### src/rtl/core/swm_pkg.sv
package swm_pkg;

  // fixed field widths
  localparam int SAMPLE_W = 16;
  localparam int WIN_LEN_W = 5;

  // defaults
  localparam int MAX_WINDOW_DEF = 16;
  localparam logic [WIN_LEN_W-1:0] WIN_LEN_RST = WIN_LEN_W'(3);

  // sequencer states
  typedef enum logic [2:0] {
    ST_IDLE = 3'b001,
    ST_READ = 3'b010,
    ST_FIN  = 3'b100
  } swm_state_t;

  // sequencer status towards the top level
  typedef struct packed {
    logic idle;
    logic reading;
    logic finishing;
    logic rd_vld;
  } swm_status_t;

endpackage

### src/rtl/core/swm_ring.sv
module swm_ring #(
  parameter int MAX_WINDOW = 16,
  parameter int AW = 4
) (
  input  logic                                clk,
  input  logic                                we,
  input  logic [AW-1:0]                       waddr,
  input  logic signed [swm_pkg::SAMPLE_W-1:0] wdata,
  input  logic                                re,
  input  logic [AW-1:0]                       raddr,
  output logic signed [swm_pkg::SAMPLE_W-1:0] rdata
);
  import swm_pkg::*;

  logic signed [SAMPLE_W-1:0] mem [MAX_WINDOW];

  // one write port, one registered read port
  always_ff @(posedge clk) begin
    if (we) begin
      mem[waddr] <= wdata;
    end
    if (re) begin
      rdata <= mem[raddr];
    end
  end

endmodule

### src/rtl/core/swm_ctrl.sv
module swm_ctrl #(
  parameter int MAX_WINDOW = 16,
  parameter int AW = 4
) (
  input  logic                                 clk,
  input  logic                                 rst,
  input  logic [swm_pkg::WIN_LEN_W-1:0]        window_len,
  input  logic signed [swm_pkg::SAMPLE_W-1:0]  sample,
  input  logic                                 last,
  input  logic                                 in_valid,
  output logic                                 in_ready,
  output logic signed [swm_pkg::SAMPLE_W-1:0]  window_max,
  output logic                                 final_res,
  output logic                                 out_valid,
  input  logic                                 out_ready,
  output logic                                 mem_we,
  output logic [AW-1:0]                        mem_waddr,
  output logic signed [swm_pkg::SAMPLE_W-1:0]  mem_wdata,
  output logic                                 mem_re,
  output logic [AW-1:0]                        mem_raddr,
  input  logic signed [swm_pkg::SAMPLE_W-1:0]  mem_rdata,
  output swm_pkg::swm_status_t                 status
);
  import swm_pkg::*;

  localparam int CW = $clog2(MAX_WINDOW + 1);
  localparam int LW = (CW > WIN_LEN_W) ? CW : WIN_LEN_W;
  localparam logic [AW-1:0] LAST_POS = AW'(MAX_WINDOW - 1);
  localparam logic [CW-1:0] SEEN_MAX = CW'(MAX_WINDOW);
  localparam logic [LW-1:0] LEN_MAX = LW'(MAX_WINDOW);

  swm_state_t state;
  logic [AW-1:0] wr_pos;
  logic [AW-1:0] rd_ptr;
  logic [CW-1:0] seen;
  logic [CW-1:0] seen_next;
  logic [LW-1:0] rem;
  logic [LW-1:0] wl_ext;
  logic [LW-1:0] len_eff;
  logic [LW-1:0] seen_ext;
  logic [LW-1:0] span;
  logic rd_vld;
  logic signed [SAMPLE_W-1:0] best;
  logic fin;
  logic accept;
  logic need_res;
  logic out_load;

  function automatic logic [AW-1:0] pos_dec(input logic [AW-1:0] p);
    return (p == '0) ? LAST_POS : p - AW'(1);
  endfunction

  assign accept = in_valid && in_ready;
  assign in_ready = (state == ST_IDLE);

  // result register takes a new result when empty or being emptied
  assign out_load = (state == ST_FIN) && (!out_valid || out_ready);

  // effective window length and span of this request
  always_comb begin
    wl_ext = LW'(window_len);
    if (wl_ext == '0) begin
      len_eff = LW'(1);
    end else if (wl_ext > LEN_MAX) begin
      len_eff = LEN_MAX;
    end else begin
      len_eff = wl_ext;
    end
    seen_next = (seen == SEEN_MAX) ? seen : seen + CW'(1);
    seen_ext = LW'(seen_next);
    span = (seen_ext < len_eff) ? seen_ext : len_eff;
    need_res = last || (seen_ext >= len_eff);
  end

  // ring store access
  assign mem_we = accept;
  assign mem_waddr = wr_pos;
  assign mem_wdata = sample;
  assign mem_re = (state == ST_READ) && (rem != '0);
  assign mem_raddr = rd_ptr;

  // sequencer: write, walk back through the window, then hand over
  always_ff @(posedge clk) begin
    if (rst) begin
      state <= ST_IDLE;
      wr_pos <= '0;
      seen <= '0;
      rem <= '0;
      rd_vld <= 1'b0;
      out_valid <= 1'b0;
    end else begin
      rd_vld <= mem_re;
      if (out_load) begin
        out_valid <= 1'b1;
      end else if (out_valid && out_ready) begin
        out_valid <= 1'b0;
      end
      case (state)
        ST_IDLE: begin
          if (accept) begin
            if (last) begin
              wr_pos <= '0;
              seen <= '0;
            end else begin
              wr_pos <= (wr_pos == LAST_POS) ? '0 : wr_pos + AW'(1);
              seen <= seen_next;
            end
            rd_ptr <= pos_dec(wr_pos);
            rem <= span - LW'(1);
            best <= sample;
            fin <= last;
            if (need_res) begin
              state <= (span == LW'(1)) ? ST_FIN : ST_READ;
            end
          end
        end
        ST_READ: begin
          if (rem != '0) begin
            rd_ptr <= pos_dec(rd_ptr);
            rem <= rem - LW'(1);
          end
          if (rd_vld && (mem_rdata > best)) begin
            best <= mem_rdata;
          end
          if ((rem == '0) && !rd_vld) begin
            state <= ST_FIN;
          end
        end
        ST_FIN: begin
          if (out_load) begin
            window_max <= best;
            final_res <= fin;
            state <= ST_IDLE;
          end
        end
        default: begin
          state <= ST_IDLE;
        end
      endcase
    end
  end

  assign status.idle = (state == ST_IDLE);
  assign status.reading = (state == ST_READ);
  assign status.finishing = (state == ST_FIN);
  assign status.rd_vld = rd_vld;

endmodule

### src/rtl/core/sliding_window_maximum.sv
// Channel   Handshake            Payload
// input     in_valid / in_ready  sample[15:0] signed, last
// output    out_valid/ out_ready window_max[15:0] signed, final_res
// config    cfg_we               cfg_data[4:0] (window length)
//
// A request that gives no result leaves the block idle for the next request. A
// request with a result goes straight to the finishing step when the span is
// one sample (span = samples in the window); otherwise the single read port of
// the ring store gives one earlier sample per cycle to the running maximum, the
// read pipe empties and then the result register is loaded.
// Reset is synchronous; the ring store is not cleared and needs no sweep.
// The result register lets the next request in while a result waits; a stall
// on the output only holds the block once a second result is ready.
module sliding_window_maximum #(
  parameter int MAX_WINDOW = swm_pkg::MAX_WINDOW_DEF
) (
  input  logic                                 clk,
  input  logic                                 rst,
  input  logic                                 cfg_we,
  input  logic [swm_pkg::WIN_LEN_W-1:0]        cfg_data,
  input  logic signed [swm_pkg::SAMPLE_W-1:0]  sample,
  input  logic                                 last,
  input  logic                                 in_valid,
  output logic                                 in_ready,
  output logic signed [swm_pkg::SAMPLE_W-1:0]  window_max,
  output logic                                 final_res,
  output logic                                 out_valid,
  input  logic                                 out_ready
);
  import swm_pkg::*;

  localparam int AW = (MAX_WINDOW > 1) ? $clog2(MAX_WINDOW) : 1;

  logic [WIN_LEN_W-1:0] window_len;
  logic mem_we;
  logic mem_re;
  logic [AW-1:0] mem_waddr;
  logic [AW-1:0] mem_raddr;
  logic signed [SAMPLE_W-1:0] mem_wdata;
  logic signed [SAMPLE_W-1:0] mem_rdata;
  swm_status_t status;

  // window length register
  always_ff @(posedge clk) begin
    if (rst) begin
      window_len <= WIN_LEN_RST;
    end else if (cfg_we) begin
      window_len <= cfg_data;
    end
  end

  swm_ring #(
    .MAX_WINDOW(MAX_WINDOW),
    .AW(AW)
  ) u_ring (
    .clk(clk),
    .we(mem_we),
    .waddr(mem_waddr),
    .wdata(mem_wdata),
    .re(mem_re),
    .raddr(mem_raddr),
    .rdata(mem_rdata)
  );

  swm_ctrl #(
    .MAX_WINDOW(MAX_WINDOW),
    .AW(AW)
  ) u_ctrl (
    .clk(clk),
    .rst(rst),
    .window_len(window_len),
    .sample(sample),
    .last(last),
    .in_valid(in_valid),
    .in_ready(in_ready),
    .window_max(window_max),
    .final_res(final_res),
    .out_valid(out_valid),
    .out_ready(out_ready),
    .mem_we(mem_we),
    .mem_waddr(mem_waddr),
    .mem_wdata(mem_wdata),
    .mem_re(mem_re),
    .mem_raddr(mem_raddr),
    .mem_rdata(mem_rdata),
    .status(status)
  );

`ifndef SYNTHESIS
  // no new request while the window walk is in progress
  a_no_accept_busy: assert property (@(posedge clk) disable iff (rst)
    in_ready |-> status.idle)
    else $error("request taken while sequencer busy");

  // read data only follows a read issued in the walk
  a_rd_after_read: assert property (@(posedge clk) disable iff (rst)
    status.rd_vld |-> $past(status.reading))
    else $error("read data without a read");

  // a result appears only out of the finishing step
  a_out_from_fin: assert property (@(posedge clk) disable iff (rst)
    $rose(out_valid) |-> $past(status.finishing))
    else $error("result loaded outside finishing step");
`endif

endmodule
### config.mk
export PLATFORM = sky130hd
export DESIGN_NAME = sliding_window_maximum
export DESIGN_NICKNAME = d
export VERILOG_FILES = /design/src/rtl/core/swm_pkg.sv /design/src/rtl/core/swm_ring.sv /design/src/rtl/core/swm_ctrl.sv /design/src/rtl/core/sliding_window_maximum.sv
export SDC_FILE = /design/constraint.sdc
export NUM_CORES = 1
export LEC_CHECK = 0
export ABC_AREA = 1
export BUFFER_PORTS_ARGS = -buffer_cell sky130_fd_sc_hd__buf_2
export CAP_MARGIN = 40
export CORE_MARGIN = 2
export CORE_UTILIZATION = 35
export DETAILED_ROUTE_END_ITERATION = 8
export PLACE_DENSITY = 0.51
export REMOVE_ABC_BUFFERS = 1
export SYNTH_ARGS = -nofsm -noshare
export SYNTH_HDL_FRONTEND = slang
export SYNTH_SLANG_ARGS = --single-unit
### constraint.sdc
create_clock -name clk -period 4.3 [get_ports clk]
set_input_delay 0.645 -clock clk [delete_from_list [all_inputs] [get_ports clk]]
set_output_delay 0.645 -clock clk [all_outputs]
set_load 0.01 [all_outputs]
==> results of run 1 <==
==> path summary, 6_finish.rpt <==
path / start / end / slack [ns] / cells past startpoint
worst max-delay path: u_ctrl.seen[0] / u_ctrl.rem[4] / 1.42 / 20
worst min-delay path: cfg_data[1] / window_len[1] / 0.33 / 3
worst max register to register: u_ctrl.seen[0] / u_ctrl.rem[4] / 1.42 / 20
worst min register to register: u_ctrl.fin / u_ctrl.final_res / 0.44 / 0
==> cell type report <==
cell class / instances / area (sq um)
well taps: 525 / 657
inverters: 73 / 275
flip-flops and latches: 334 / 9790
clock buffers: 46 / 938
clock inverters: 17 / 108
multi-input cells: 712 / 3750
repair buffers: 77 / 505
fillers: 3809 / 23600
==> worst reg2reg max path, cell delays in order, from the launching register on <==
cell and delay [ns]:
dfxtp_1 0.41, ha_1 0.22, nand2_1 0.08, inv_1 0.08
nand2_1 0.06, xor2_1 0.20, inv_1 0.09, ha_1 0.33
nand2_2 0.13, inv_2 0.06, nand2_2 0.11, nand2_1 0.07
nor2_2 0.14, nand2_1 0.07, nand2_1 0.12, ha_1 0.21
inv_1 0.05, nor2_1 0.14, nand3_1 0.08, nand3_1 0.07
a21oi_1 0.07
==> routing by layer <==
| metal | vias up | share of wire, % |
|---|---|---|
| li1 | 4336 | - |
| met4 | 0 | 1.9 |
| met2 | 248 | 47 |
| met3 | 52 | 6.0 |
| met5 | - | 0 |
| met1 | 4526 | 45 |
==> sequential cells by signal (all words and copies together), names as in the netlist <==
| name | flops |
|---|---|
| window_len | 5 |
| u_ring.mem | 256 |
| u_ctrl.best | 16 |
| u_ctrl.window_max | 16 |
| u_ctrl.final_res | 1 |
| u_ctrl.fin | 1 |
| u_ctrl.mem_waddr | 4 |
| u_ctrl.rd_vld | 1 |
| u_ctrl.state | 3 |
| u_ctrl.mem_raddr | 4 |
| u_ctrl.seen | 5 |
| u_ring.rdata | 16 |
| u_ctrl.out_valid | 1 |
| u_ctrl.rem | 5 |
==> synthesized netlist by cell type, drive strengths merged (2+ instances only) <==
master | n | area (sq um)
xnor2 | 4 | 35.0
a211oi | 2 | 20.0
buf | 21 | 119
nor2 | 185 | 733
xor2 | 3 | 26.3
inv | 73 | 274
o22ai | 39 | 244
nand2 | 160 | 616
nor3 | 7 | 46.3
edfxtp | 310 | 9310
a22oi | 5 | 37.5
nand3 | 52 | 278
clkbuf | 37 | 139
dfxtp | 24 | 480
o221ai | 25 | 219
nand4 | 3 | 18.8
o21ai | 151 | 763
o211ai | 7 | 52.6
ha | 32 | 400
a21oi | 30 | 158
==> per-stage QoR <==
| stage | setup TNS [ns] | power, mW |
|---|---|---|
| after floorplan | -0.103 | 4.71 |
| after detailed placement | 0 | 5.21 |
| final | 0 | 7.95 |
| after global routing | 0 | 8.31 |
| after global placement | 0 | 5.19 |
| after CTS | 0 | 8.03 |
==> power groups by stage <==
stage          Combinational [mW]  Sequential, mW  Clock [mW]
2_1_floorplan               0.784            3.93           0
3_3_place_gp                 1.28            3.91           0
3_5_place_dp                 1.30            3.92           0
4_1_cts                      1.30            3.85        2.88
5_1_grt                      1.45            3.86        2.99
6_report                     1.29            3.85        2.82
==> cell families (layout without fill, tap and decap cells) <==
logic type / count (synthesis) / count (layout) / synth area share [%]
buffers and inverters: 131 / 213 / 3.79
adder cells (fa/ha/maj): 32 / 32 / 2.85
multiplexers: 1 / 1 / 0.0714
AND/OR/NAND/NOR: 408 / 408 / 12.1
XOR/XNOR: 7 / 7 / 0.437
AO/OA/AOI/OAI: 264 / 264 / 10.9
flip-flops: 334 / 334 / 69.8
==> results.tsv, run 1 <==
stage	metric	value	unit
power	p_per_area	496	nW/um^2
power	ir_drop	0.000233	V
power	p_seq_share	48.4	%
finish	synthToLayoutAreaGrowth	14.3	%
die	die_y	204	microns
critical_path	cp_num_buf_inv	4	
sta	tightest_slew	0.803	ns
die	rows	73	
critical_path	critPathMaxFanout	6	
global_route	overflow	0	
global_route	grt_pass1_vias	8714	
clock_network	insertion_delay	0.54	ns
critical_path	crit_family	simple AND/OR/NAND/NOR gates	
synth	synthesis.area	14000	sq um
clock_network	postCtsHoldBufs	0	
place	io_buffers	45	
critical_path	critical_path.most_common_cell	nand2_1	
clock_network	cts_resized	0	
routing	firstDrtPassIters	5	
place	place.gp.congestion	0.829	
synth	synthArstFlopShare	0	%
clock_network	postCtsSetupBuffers	0	
global_route	antenna_found_initial	0	
place	place_area	15000	sq um
power	power_frac_clock	35.4	%
die	die_w	204	microns
global_route	grtUsageMet2	28.2	%
critical_path	crit_path_cell_trace	ha_1 > nand2_1 > inv_1 > nand2_1 > xor2_1 > inv_1 > ha_1 > nand2_2 > inv_2 > nand2_2 > nand2_1 > nor2_2 > nand2_1 > nand2_1 > ha_1 > inv_1 > nor2_1 > nand3_1 > nand3_1 > a21oi_1	
clock_network	clkSinkCount	334	
sta	timing.final.crit_period	2.88	ns
power	comb_power_share	16.2	%
critical_path	worstSetupStartpointType	register	
status	status	complete, no violations	
routing	via_per_inst	5.14	
power	power.switching	2.24	mW
synth	seq_area_frac_synth	69.8	%
finish	fin_nets	1293	
clock_network	cts_tree	done	
sta	fin_ws	1.42	ns
finish	final_area	16000	sq um
routing	via_count	9162	
sta	final_hold_viol_count	0	
global_route	busiest_layer	met2	
routing	drc	0	
die	io_pins	46	
worst_hold_path	hold_class	in -> reg	
sta	setup_viol	0	
critical_path	worstPathRequired	4.73	ns
clock_network	h-tree-depth	2	
sta	max_freq	347	MHz
synth	ys_dominant_reg_cell	edfxtp_1	
clock_network	clkTransAtPathRegs	0.06	ns
global_route	grtUsageTotal	17.5	%
clock_network	cts-buffers-inserted	36	
routing	ant_nets	0	
synth	synth_edf_count	310	
global_route	grt_util_met3	2.71	%
power	p_sw_share	28.2	%
global_route	grt_pass1_wl	54.1	mm
power	leakage	5.60	nW
synth	ys_seq_elements	334	
finish	drive_above_1_share	13.2	%
synth	ys_warn_count	0	
critical_path	cpPeakStageDelay	0.41	ns
sta	maxSlewHeadroom	46.5	%
routing	wirelength	36.2	mm
synth	syn_inst	1177	
finish	diodes	0	
place	dp_slack	1.44	ns
synth	synth_cell_types	42	
global_route	grt_max_degree	97	
die	dieArea	41700	sq um
place	dp.cells	1721	
sta	rsz0062_at_grt	no	
die	core_region_area	39600	sq um
finish	final_cells	1784	
critical_path	crit_type	reg -> reg	
finish	final_cell_mix	310 x edfxtp_1, 164 x nor2_1, 154 x nand2_1, 147 x o21ai_0, 67 x inv_1	
place	hpwlAfterDp	21.0	mm
finish	final_common_cell	edfxtp_1	
sta	post-route-period-util	67.0	%
sta	drv_slew	0	
synth	avgSynthCellArea	11.9	sq um
clock_network	clock_path_buffers	3	
clock_network	root_buffer	clkbuf_16	
power	p_int	5.71	mW
sta	fin_skew	0.0192	ns
critical_path	critical-path-slowest-cell	dfxtp_1	
critical_path	endpoint_kind	register	
routing	first_iter_violations	631	
global_route	use_met1	24.6	%
die	initial_core_util	35.4	%
routing	wl_per_cell	20.3	microns
finish	utilization	40.4	%
job	maxCapViolations	0	
critical_path	cp_data_arrival_time	3.31	ns
sta	whs	0.326	ns
Power figures use the tool's default switching activity.
==> run 2: changes to the inputs <==
--- a/config.mk
+++ b/config.mk
@@ -11,7 +11,7 @@
 export CORE_MARGIN = 2
 export CORE_UTILIZATION = 35
 export DETAILED_ROUTE_END_ITERATION = 8
-export PLACE_DENSITY = 0.51
+export PLACE_DENSITY = 0.53
 export REMOVE_ABC_BUFFERS = 1
 export SYNTH_ARGS = -nofsm -noshare
 export SYNTH_HDL_FRONTEND = slang
==> constraint.sdc (replaced) <==
create_clock -name clk -period 2.5 [get_ports clk]
set_input_delay 0.375 -clock clk [delete_from_list [all_inputs] [get_ports clk]]
set_output_delay 0.375 -clock clk [all_outputs]
set_load 0.01 [all_outputs]
==> run 2 against run 1 <==
First-iteration DRC count is 9.0% higher. Critical path depth did not move. Fmax grew 21%. Sequential share of layout area fell by 1.8 points.
==> results.tsv, run 2 (same netlist as run 1, synthesis figures left out) <==
stage	metric	value	unit	change
status	status	complete, no violations		
global_route	grt_pass1_vias	8817		+1.2%
sta	final_hold_viol_count	0		unchanged
worst_hold_path	whs_endpoint	window_len[3]		
critical_path	worst-r2r-setup-slack	0.11	ns	-1.31 ns
worst_hold_path	worstHoldPathCells	3		unchanged
sta	setup_viol	0		unchanged
finish	final_cell_mix	310 x edfxtp_1, 158 x nor2_1, 146 x nand2_1, 145 x o21ai_0, 61 x inv_1		
place	place.gp.congestion	0.826		-0.35%
die	core_region_area	39600	sq um	unchanged
power	p_per_area	850	nW/um^2	+71%
finish	synthToLayoutAreaGrowth	17.8	%	
die	die_w	204	microns	unchanged
worst_hold_path	hold_class	in -> reg		
routing	first_iter_violations	688		+9.0%
die	io_pins	46		unchanged
global_route	overflow	0		unchanged
sta	fin_skew	0.0131	ns	-0.00612 ns
finish	fin_nets	1326		+2.6%
finish	fill_cells	3729		-2.1%
clock_network	cts-buffers-inserted	36		unchanged
global_route	grt_pass1_wl	54.3	mm	+0.29%
sta	max_freq	419	MHz	+21%
finish	final_common_cell	edfxtp_1		
finish	utilization	41.7	%	+1.2 points
place	io_buffers	45		unchanged
sta	timing.final.crit_period	2.39	ns	-0.494 ns
critical_path	r2r-end	u_ctrl.rem[4]		
die	dieArea	41700	sq um	unchanged
die	rows	73		unchanged
routing	ant_nets	0		unchanged
critical_path	cp_data_arrival_time	2.81	ns	-0.50 ns
routing	wirelength	36.1	mm	-0.30%
critical_path	worstSetupStartpointType	register		
finish	regArea	9790	sq um	about the same
sta	maxSlewHeadroom	66.8	%	+20 points
critical_path	reg2regPathDepth	20		unchanged
clock_network	insertion_delay	0.53	ns	about the same
sta	fin_setup_tns	0	ns	unchanged
clock_network	clkTransAtPathRegs	0.06	ns	about the same
clock_network	clock_path_buffers	3		unchanged
power	leakage	5.82	nW	+4.0%
finish	largest_reg_flops	256		unchanged
die	initial_core_util	35.4	%	unchanged
global_route	grtUsageTotal	17.5	%	+0.032 points
critical_path	crit_type	reg -> reg		
sta	rsz0062_at_grt	yes		
clock_network	clkSinkCount	334		unchanged
critical_path	r2r-start	u_ctrl.seen[1]		
sta	post-route-period-util	95.4	%	+28 points
routing	wl_per_cell	19.9	microns	-2.0%
clock_network	cts_tree	done		
global_route	grt_max_degree	81		-16%
clock_network	h-tree-depth	2		unchanged
critical_path	worstPathRequired	2.92	ns	-1.81 ns
critical_path	critPathMaxFanout	3		-3
finish	diodes	0		unchanged
routing	drc	0		unchanged
place	hpwlAfterDp	21.5	mm	+2.3%
routing	via_per_inst	5.06		-1.4%
clock_network	root_buffer	clkbuf_16		
worst_hold_path	hp-start	cfg_data[3]		
die	die_y	204	microns	unchanged
critical_path	endpoint_kind	register		
clock_network	postCtsHoldBufs	0		unchanged
job	maxCapViolations	0		unchanged
finish	drive_above_1_share	17.9	%	+4.7 points
power	ir_drop	0.000400	V	+72%
routing	firstDrtPassIters	5		unchanged
global_route	antenna_found_initial	0		unchanged
sta	tightest_slew	0.493	ns	-0.310 ns
finish	largest-register	u_ring.mem		
sta	drv_slew	0		unchanged
finish	multi_input_area	3880	sq um	+3.5%
routing	via_count	9186		+0.26%
==> run 2: cell count changes in the layout (fill, tap and decap cells not counted), moves of 3 or more <==
cell / before / now
inv_2: 5 / 9
buf_12: 1 / 7
nor2_1: 164 / 158
nand2_2: 6 / 12
ha_4: 0 / 4
nand2_1: 154 / 146
nor2_2: 18 / 23
inv_1: 67 / 61
ha_1: 32 / 28
buf_4: 29 / 55
clkbuf_1: 10 / 6
buf_6: 0 / 3
==> run 2: per-stage QoR <==
step	worst slack (ns)	instances	total power, mW	cell area, sq um	hold slack, ns
after floorplan	-1.88	1119	8.10	13800	0.400
after global placement	-0.0722	1749	9.01	15200	0.407
after detailed placement	-0.0975	1749	9.04	15200	0.422
after CTS	0.000573	1812	14.1	16400	0.0396
after global routing	-0.0484	1814	14.7	16500	0.0585
final	0.114	1814	14.0	16500	0.0626
==> run 2: timing repair <==
item,4_1_cts,5_1_grt
hold endpoints to repair,0,0
pin swaps,5,16
setup buffers,3,2
cloned,0,0
endpoints found under the setup margin,6,6
gates resized for setup,6,40
==> run 2: routing by layer <==
layer,up-vias,track usage [%],wire length (microns)
li1,4402,-,-
met5,-,0,0
met3,33,3.30,1890
met1,4526,24.7,16600
met4,0,4.06,550
met2,225,28.1,17000
==> run 2: worst max path at each step <==
| stage | from | slack, ns | end | cells past startpoint |
|---|---|---|---|---|
| floorplan | u_ctrl.mem_raddr[0] | -1.88 | u_ctrl.mem_raddr[0] | 4 |
| global placement | u_ctrl.seen[0] | -0.07 | u_ctrl.rem[4] | 20 |
| detailed placement | u_ctrl.seen[0] | -0.1 | u_ctrl.rem[4] | 20 |
| CTS | u_ctrl.seen[0] | 0.0006 | u_ctrl.rem[4] | 20 |
| global route | u_ctrl.seen[0] | -0.05 | u_ctrl.state[2] | 20 |
| finish | u_ctrl.seen[1] | 0.11 | u_ctrl.rem[4] | 20 |
==> run 2: critical path, cell delays in order, from the launching register on <==
cell     delay, ns
dfxtp_4       0.35
ha_4          0.16
nand2_2       0.06
inv_2         0.04
nand2_2       0.06
xor2_2        0.18
inv_2         0.07
ha_4          0.28
nand2_4       0.06
inv_2         0.08
nand2_4       0.06
buf_12        0.12
nand3_4       0.07
nand2_1       0.05
nand2_1       0.11
ha_4          0.16
inv_2         0.04
nor2_4        0.09
nand3_2       0.07
nand3_2       0.07
a21oi_1       0.06
==> run 2: area by class of cell <==
type / count / area share, %
Clock buffer: 44 / 5.83
Clock inverter: 16 / 0.758
Inverter: 73 / 1.70
Multi-Input combinational cell: 712 / 23.5
Sequential cell: 334 / 59.3
Tap cell: 525 / 3.98
Timing Repair Buffer: 110 / 4.92
==> run 2: report_power, final <==
part / total (mW) / leakage (nW) / internal, mW / switching, mW
Sequential: 6.63 / 2.99 / 6.47 / 0.158
Clock: 5.01 / 0.529 / 2.92 / 2.09
Combinational: 2.40 / 2.30 / 0.816 / 1.59
